===== src/rtl/core/lpcr_pkg.sv =====
// Shared constants and types for the LCD page/column repack block.
package lpcr_pkg;

  localparam int LCD_WIDTH   = 160;
  localparam int LCD_HEIGHT  = 43;

  localparam int ROW_BYTES   = (LCD_WIDTH + 7) / 8;
  localparam int PAGES       = (LCD_HEIGHT + 7) / 8;
  localparam int STORE_DEPTH = ROW_BYTES * LCD_HEIGHT;
  localparam int LCD_BYTES   = PAGES * LCD_WIDTH;
  localparam int PAGE_STRIDE = 8 * ROW_BYTES;

  // fixed field widths
  localparam int IDX_W  = 10;
  localparam int ADDR_W = 10;
  localparam int BYTE_W = 8;

  localparam int STORE_AW = $clog2(STORE_DEPTH);
  // address walk runs one page past the last row, so it is sized for the padded image
  localparam int SEQ_AW   = $clog2(PAGES * PAGE_STRIDE + 1);
  localparam int ROW_W    = $clog2(PAGES * 8 + 1);

  localparam logic MODE_WRITE = 1'b0;
  localparam logic MODE_READ  = 1'b1;

  typedef struct packed {
    logic                en;
    logic [STORE_AW-1:0] addr;
  } store_rd_t;

  typedef struct packed {
    logic                en;
    logic [STORE_AW-1:0] addr;
    logic [BYTE_W-1:0]   data;
  } store_wr_t;

endpackage


===== src/rtl/core/lpcr_seq.sv =====
// Read sequencer: index split by repeated subtract, then eight row reads through one adder.
module lpcr_seq
  import lpcr_pkg::*;
(
  input  logic              clk,
  input  logic              rst_n,
  input  logic              start,
  input  logic [IDX_W-1:0]  lcd_index,
  output logic              idle,
  output store_rd_t         rd,
  input  logic [BYTE_W-1:0] rd_data,
  output logic              out_valid,
  input  logic              out_ready,
  output logic [BYTE_W-1:0] out_byte,
  output logic              out_err
);

  localparam logic [1:0] ST_IDLE = 2'd0;
  localparam logic [1:0] ST_DIV  = 2'd1;
  localparam logic [1:0] ST_GATH = 2'd2;
  localparam logic [1:0] ST_DONE = 2'd3;

  logic [1:0]        state_r, state_nxt;
  logic [IDX_W-1:0]  rem_r, rem_nxt;
  logic [ROW_W-1:0]  row_r, row_nxt;
  logic [SEQ_AW-1:0] base_r, base_nxt;
  logic [3:0]        k_r, k_nxt;
  logic              pend_r, pend_nxt;
  logic [2:0]        pend_k_r, pend_k_nxt;
  logic              pend_use_r, pend_use_nxt;
  logic [BYTE_W-1:0] acc_r, acc_nxt;
  logic              err_r, err_nxt;
  logic              ov_r, ov_nxt;
  logic [BYTE_W-1:0] ob_r, ob_nxt;
  logic              oe_r, oe_nxt;

  // shared adder
  logic [SEQ_AW-1:0] add_b;
  logic [SEQ_AW-1:0] add_sum;
  logic              row_ok;
  logic              pix;

  assign add_sum = base_r + add_b;
  assign row_ok  = row_r < ROW_W'(LCD_HEIGHT);
  assign pix     = rd_data[3'd7 - rem_r[2:0]];

  always_comb begin
    state_nxt    = state_r;
    rem_nxt      = rem_r;
    row_nxt      = row_r;
    base_nxt     = base_r;
    k_nxt        = k_r;
    pend_nxt     = 1'b0;
    pend_k_nxt   = pend_k_r;
    pend_use_nxt = pend_use_r;
    acc_nxt      = acc_r;
    err_nxt      = err_r;
    ov_nxt       = ov_r;
    ob_nxt       = ob_r;
    oe_nxt       = oe_r;
    add_b        = SEQ_AW'(PAGE_STRIDE);
    rd.en        = 1'b0;
    rd.addr      = base_r[STORE_AW-1:0];

    if (ov_r && out_ready) begin
      ov_nxt = 1'b0;
    end

    // capture the byte read last cycle
    if (pend_r && pend_use_r && pix) begin
      acc_nxt[pend_k_r] = 1'b1;
    end

    case (state_r)
      ST_IDLE: begin
        if (start) begin
          acc_nxt  = '0;
          rem_nxt  = lcd_index;
          row_nxt  = '0;
          base_nxt = '0;
          if (lcd_index >= IDX_W'(LCD_BYTES)) begin
            err_nxt   = 1'b1;
            state_nxt = ST_DONE;
          end else begin
            err_nxt   = 1'b0;
            state_nxt = ST_DIV;
          end
        end
      end
      ST_DIV: begin
        if (rem_r >= IDX_W'(LCD_WIDTH)) begin
          rem_nxt  = rem_r - IDX_W'(LCD_WIDTH);
          row_nxt  = row_r + ROW_W'(8);
          base_nxt = add_sum;
        end else begin
          add_b     = SEQ_AW'(rem_r >> 3);
          base_nxt  = add_sum;
          k_nxt     = '0;
          state_nxt = ST_GATH;
        end
      end
      ST_GATH: begin
        if (k_r[3]) begin
          state_nxt = ST_DONE;
        end else begin
          add_b        = SEQ_AW'(ROW_BYTES);
          rd.en        = row_ok;
          pend_nxt     = 1'b1;
          pend_k_nxt   = k_r[2:0];
          pend_use_nxt = row_ok;
          row_nxt      = row_r + ROW_W'(1);
          base_nxt     = add_sum;
          k_nxt        = k_r + 4'd1;
        end
      end
      ST_DONE: begin
        if (!ov_r || out_ready) begin
          ov_nxt    = 1'b1;
          ob_nxt    = acc_r;
          oe_nxt    = err_r;
          state_nxt = ST_IDLE;
        end
      end
      default: begin
        state_nxt = ST_IDLE;
      end
    endcase
  end

  always_ff @(posedge clk) begin
    if (!rst_n) begin
      state_r <= ST_IDLE;
      pend_r  <= 1'b0;
      ov_r    <= 1'b0;
    end else begin
      state_r <= state_nxt;
      pend_r  <= pend_nxt;
      ov_r    <= ov_nxt;
    end
  end

  always_ff @(posedge clk) begin
    rem_r      <= rem_nxt;
    row_r      <= row_nxt;
    base_r     <= base_nxt;
    k_r        <= k_nxt;
    pend_k_r   <= pend_k_nxt;
    pend_use_r <= pend_use_nxt;
    acc_r      <= acc_nxt;
    err_r      <= err_nxt;
    ob_r       <= ob_nxt;
    oe_r       <= oe_nxt;
  end

  assign idle      = (state_r == ST_IDLE);
  assign out_valid = ov_r;
  assign out_byte  = ob_r;
  assign out_err   = oe_r;

endmodule


===== config.mk =====
export PLATFORM = sky130hd
export DESIGN_NAME = lpcr_seq
export DESIGN_NICKNAME = d
export VERILOG_FILES = /design/src/rtl/core/lpcr_pkg.sv /design/src/rtl/core/lpcr_seq.sv
export SDC_FILE = /design/constraint.sdc
export NUM_CORES = 1
export LEC_CHECK = 0
export ABC_AREA = 1
export BUFFER_PORTS_ARGS = -buffer_cell sky130_fd_sc_hd__buf_2
export CAP_MARGIN = 15
export CORE_ASPECT_RATIO = 1.25
export CORE_MARGIN = 3
export CORE_UTILIZATION = 61
export DETAILED_ROUTE_END_ITERATION = 6
export PLACE_DENSITY = 0.93
export SLEW_MARGIN = 20
export SYNTH_ARGS = -nofsm -noshare
export SYNTH_HDL_FRONTEND = slang
export SYNTH_SLANG_ARGS = --single-unit

===== constraint.sdc =====
create_clock -name clk -period 7 [get_ports clk]
set_input_delay 1.4 -clock clk [delete_from_list [all_inputs] [get_ports clk]]
set_output_delay 1.4 -clock clk [all_outputs]
set_load 0.02 [all_outputs]

* After elaboration in Yosys (flattened, before gate mapping)
Index checks and enable logic that the tools add are counted.
Word-level totals: bits in read-only memories 0, memories kept 0, word-level logic and storage cells 93, register bits 56, bits in latches 0, memory bits (writable) 0
Cells by class: $lt $le $gt $ge 6, reduce and logical (&&, ||, !) cells 20, add/subtract/negate cells 6, shift-type cells 0, bitwise operators 2, multipliers 0, equal/unequal tests 9, divide/modulo/power cells 0, muxes and demuxes 36
Operator list (count):
- 2-to-1 mux 10 bit | 4
- 2-to-1 mux 8 bit | 5
- case mux 10 bit (3 select lines) | 1
- case mux 10 bit (2 select lines) | 1
- 2-to-1 mux 6 bit | 3
- case mux 6 bit (3 select lines) | 1
- case mux 8 bit (2 select lines) | 1
- != test 2 bit (second input constant) | 6
- adder 10 bit | 1
- >= comparator 10 bit (second input constant) | 1
- >= comparator 10 x 8 -> 1 bit (second input constant) | 1
- 2-to-1 mux 2 bit | 5
- AND reduction 2 bit | 5
- subtractor 10 x 8 -> 10 bit (second input constant) | 1
- 2-to-1 mux 1 bit | 9
- AND reduction 3 bit | 3
- < comparator 3 x 4 -> 1 bit (second input constant) | 2
- 2-to-1 mux 4 bit | 2
- OR 8 bit | 1
- case mux 2 bit (4 select lines) | 1
- case mux 4 bit (2 select lines) | 1
- AND reduction 4 bit | 2
- adder 6 x 1 -> 6 bit (second input constant) | 1
- adder 6 x 4 -> 6 bit (second input constant) | 1
- other kinds (15) | 20

* Depth between registers and ports, before layout
depth in word-level cells 8, mapped depth 19, mapped depth without buffers 19

* Worst setup path after synthesis
Ideal clock, no wire load.
path type input -> register, start input port start, end register row_r[3], enable pin, cell stages on the path 5, slack 4.009 ns, path buffers 0, data required time 6.698 ns, setup time 0.302 ns, arrival time 2.689 ns, cells stage by stage or2_2 inv_1 nor3_1 o21ai_0 inv_1
On the way: word-level cells in the longest chain between the ends 2
RTL lines:
- from (decl) | RTL line lpcr_seq.sv:7 | input logic start,
- != test 2 bit (no source line)
- AND reduction 4 bit (no source line)
- to (signal assigned) | RTL line lpcr_seq.sv:144 | row_r <= row_nxt;
- to (decl) | RTL line lpcr_seq.sv:25 | logic [ROW_W-1:0] row_r, row_nxt;
Every way passes these cells. A chain may end at the register's enable or synchronous reset.

* Worst setup path after layout
start register state_r[1], end register base_r[6] (data pin)
On the way: word-level cells in the longest chain between the ends 5, elaborated cells between the ends (all ways) 7
RTL lines:
- from (decl) | RTL line lpcr_seq.sv:23 | logic [1:0] state_r, state_nxt;
- from (signal assigned) | RTL line lpcr_seq.sv:136 | state_r <= state_nxt;
- equality test 2 bit / equality test 2 x 1 -> 1 bit (equally long branches) | RTL line lpcr_seq.sv:74 | case (state_r)
- case mux 8 bit (2 select lines) | RTL line lpcr_seq.sv:74
- adder 10 bit | RTL line lpcr_seq.sv:43 | assign add_sum = base_r + add_b;
- 2-to-1 mux 10 bit | RTL line lpcr_seq.sv:103 | if (k_r[3]) begin
- case mux 10 bit (3 select lines) * | RTL line lpcr_seq.sv:74
- to (signal assigned) | RTL line lpcr_seq.sv:145 | base_r <= base_nxt;
- to (decl) | RTL line lpcr_seq.sv:26 | logic [SEQ_AW-1:0] base_r, base_nxt;
Mark *: on every way between the ends. The rest lies on a longest branch, timed or not. The select of a mux whose other input is x is not followed.

==> flow_metrics.py <==
metrics = {
    "outcome": {
        "status": "complete, no violations",
    },
    "cts": {
        "cts_made_buffers": 5,
        "clk_latency_ns": 0.31,
        "htreeDepth": 2,
        "cts-root-buf": "clkbuf_8",
        "holdBufCountCts": 0,
        "cts_sinks": 56,
        "clkTransAtPathRegs_ns": 0.10,
        "cts_resized": 0,
        "cts_tree": "done",
        "max-clock-path-buffers": 2,
        "postCtsSetupBuffers": 0,
    },
    "timing": {
        "slew_violations": 0,
        "fin_setup_tns_ns": 0,
        "rsz0062_at_grt": "false",
        "tightest_slew_ns": 0.828,
        "min_period_ns": 3.22,
        "relSlewSlack_pct": 44.8,
        "hold_violations": 0,
        "finalHoldWorstSlack_ns": 0.441,
        "fmax_mhz": 310,
        "finalSetupViolations": 0,
        "fin_skew_ns": 0.00707,
        "period_share_pct": 46.1,
    },
    "logic_synthesis": {
        "async_flop_share_pct": 0,
        "synth_most_common_cell": "nand2_1",
        "synthCells": 341,
        "ys_types": 34,
        "synth_top_cells_by_count": "nand2_1 (60), inv_1 (56), edfxtp_1 (44), nor2_1 (40), a21oi_1 (30)",
        "synth_edf_count": 44,
        "synth_seq_area_share_pct": 52.0,
        "yosysWarnings": 0,
        "synth_area_um2": 3000,
        "synth_top_cell_by_area": "edfxtp_1",
        "syn_avg_cell_area_um2": 8.81,
        "yosys-top-cells-area": "edfxtp_1 (44%), dfxtp_1 (8.0%), nand2_1 (7.5%)",
        "synth_top_area_share_pct": 44.0,
        "synth_ff_type": "edfxtp_1",
        "syn_nets": 381,
        "ys_ff_latch": 56,
    },
    "floorplanning": {
        "dieArea_um2": 5810,
        "chipWidth_um": 68.8,
        "io_pins": 44,
        "start_util_pct": 65.8,
        "num_rows": 27,
        "die_h_um": 84.4,
        "core_um2": 4560,
    },
    "placed_design": {
        "place.gp.congestion": 0.897,
        "hpwl_um": 4860,
        "portBuffers": 43,
        "dpl_cell_area_um2": 3280,
    },
    "grt": {
        "antenna_found_initial": 0,
        "grt_pass1_wl_um": 10200,
        "grt_overflow": 0,
        "grt_pass1_vias": 2352,
        "track_usage_pct": 23.1,
        "grt_max_degree": 20,
    },
    "pwr": {
        "pwr-share-clk_pct": 12.6,
        "seqPwrFrac_pct": 40.1,
        "power.switching_mw": 0.656,
        "power.internal_mw": 0.806,
        "leakage_nw": 1.56,
        "ir_drop_mv": 0.308,
        "p_per_area_nw_per_um2": 434,
        "swShare_pct": 44.9,
        "p_comb_share_pct": 47.3,
    },
    "detailed_routing": {
        "ant_nets": 0,
        "drc": 0,
        "drt-pass1-iter-count": 5,
        "drtIter0Drc": 211,
        "vias": 2471,
        "viasPerCell": 5.53,
        "drt_wl_total_um": 6350,
        "wire_per_inst_um": 14.2,
    },
    "layout": {
        "multi_input_area_um2": 1190,
        "antennaDiodeCount": 0,
        "area_growth_pct": 12.3,
        "fin_area_um2": 3370,
        "drive_gt1_share_pct": 15.4,
        "fin_nets": 428,
        "n_fill_cell": 314,
        "regArea_um2": 1560,
    },
    "run": {
        "cap_viol_max_count": 0,
    },
    "setup_path": {
        "worstSetupPathType": "reg -> reg",
        "startpoint_type": "flop",
        "critPathCaptureType": "flop",
        "required_ns": 7.07,
        "cp_max_fo": 14,
        "arrival_ns": 3.30,
    },
    "hold_path": {
        "hp-class": "reg -> reg",
    },
}
critical path, cell delays in order (launching register included):
cell and delay, ns:
dfxtp_1 0.35, inv_1 0.10, ha_1 0.45, inv_1 0.31
nor2_1 0.16, nand2_1 0.12, nor2_1 0.16, ha_1 0.22
inv_1 0.07, fa_1 0.37, inv_1 0.10, nand3_1 0.07
nand2_1 0.15, a21boi_0 0.13, o21ai_0 0.19, a21oi_1 0.05
sequential cells by signal, summed over array words and instances (netlist names):
register,cells
row_r,6
out_err,1
acc_r,8
pend_use_r,1
pend_r,1
out_valid,1
pend_k_r,3
base_r,10
err_r,1
rem_r,10
state_r,2
out_byte,8
k_r,4
area by class of cell:
type,instances,area share (%)
clock buffers,5,2.04
multi-input cells,221,35.3
flip-flops and latches,56,46.3
well taps,58,2.15
inverters,60,6.83
repair buffers,44,6.60
clock inverters,3,0.816
power groups by stage:
| stage | Clock [mW] | Sequential (mW) | Combinational (mW) |
|---|---|---|---|
| global placement | 0 | 0.584 | 0.646 |
| floorplan | 0 | 0.616 | 0.469 |
| global route | 0.197 | 0.597 | 0.775 |
| CTS | 0.186 | 0.584 | 0.688 |
| finish | 0.184 | 0.586 | 0.693 |
| detailed placement | 0 | 0.591 | 0.676 |
logic make-up (layout without fill, tap and decap cells):
logic type	Yosys count	in the layout	synth area share, %
simple gates	143	143	20.3
buf+inv	64	112	8.42
compound gates	57	57	10.8
flops	56	56	52.0
fa+ha+maj	18	18	7.75
xor+xnor	2	2	0.583
other cells	1	1	0.125
routing by layer:
layer  vias to the layer above  track usage (%)  part of all wire (%)
met5                         -                0                     0
met4                         0             7.98                   2.7
met3                        19             4.28                   5.1
met2                        96             42.3                    53
met1                      1131             25.7                    39
li1                       1225                -                     -
cell usage in the layout, fill, tap and decap left out:
master | netlist | layout
or2_1 | 1 | 1
edfxtp_1 | 44 | 44
clkinv_1 | 1 | 1
nand2_1 | 60 | 60
clkbuf_8 | 0 | 5
nand4_1 | 3 | 3
a22o_1 | 1 | 1
nor4_1 | 1 | 1
a311oi_1 | 1 | 1
a32o_1 | 1 | 1
xor2_1 | 2 | 2
inv_2 | 2 | 2
inv_1 | 56 | 56
nor2_2 | 1 | 1
clkinv_4 | 1 | 2
clkinvlp_4 | 0 | 1
o211ai_1 | 1 | 1
inv_8 | 0 | 1
o21ai_0 | 17 | 17
a21oi_1 | 30 | 30
nor3b_1 | 1 | 1
conb_1 | 1 | 1
nor3_1 | 10 | 10
dfxtp_1 | 12 | 12
a22oi_1 | 1 | 1
buf_4 | 0 | 1
ha_1 | 17 | 17
nand3_1 | 23 | 23
nor2_4 | 1 | 1
o21a_1 | 2 | 2
or2_2 | 2 | 2
nor2_1 | 40 | 40
a21boi_0 | 1 | 1
o32ai_1 | 1 | 1
fa_1 | 1 | 1
buf_2 | 0 | 43
o21ai_4 | 1 | 1
stage by stage:
stage | util [%] | setup WS, ns | power (mW) | instances
detailed placement | 71.8 | 3.86 | 1.27 | 439
global route | 73.9 | 3.44 | 1.57 | 447
global placement | 71.8 | 4.09 | 1.23 | 439
floorplan | - | 4.01 | 1.08 | 341
CTS | 73.9 | 3.77 | 1.46 | 447
finish | 73.9 | 3.78 | 1.46 | 447
path summary, 6_finish.rpt:
kind	slack (ns)	end	cells past startpoint	startpoint
worst min-delay path	0.44	out_byte[7]	0	acc_r[7]
worst min register to register	0.44	out_byte[7]	0	acc_r[7]
worst max register to register	3.78	base_r[6]	15	state_r[1]
worst max-delay path	3.78	base_r[6]	15	state_r[1]
Note: power is estimated with default switching activity, not from simulation.
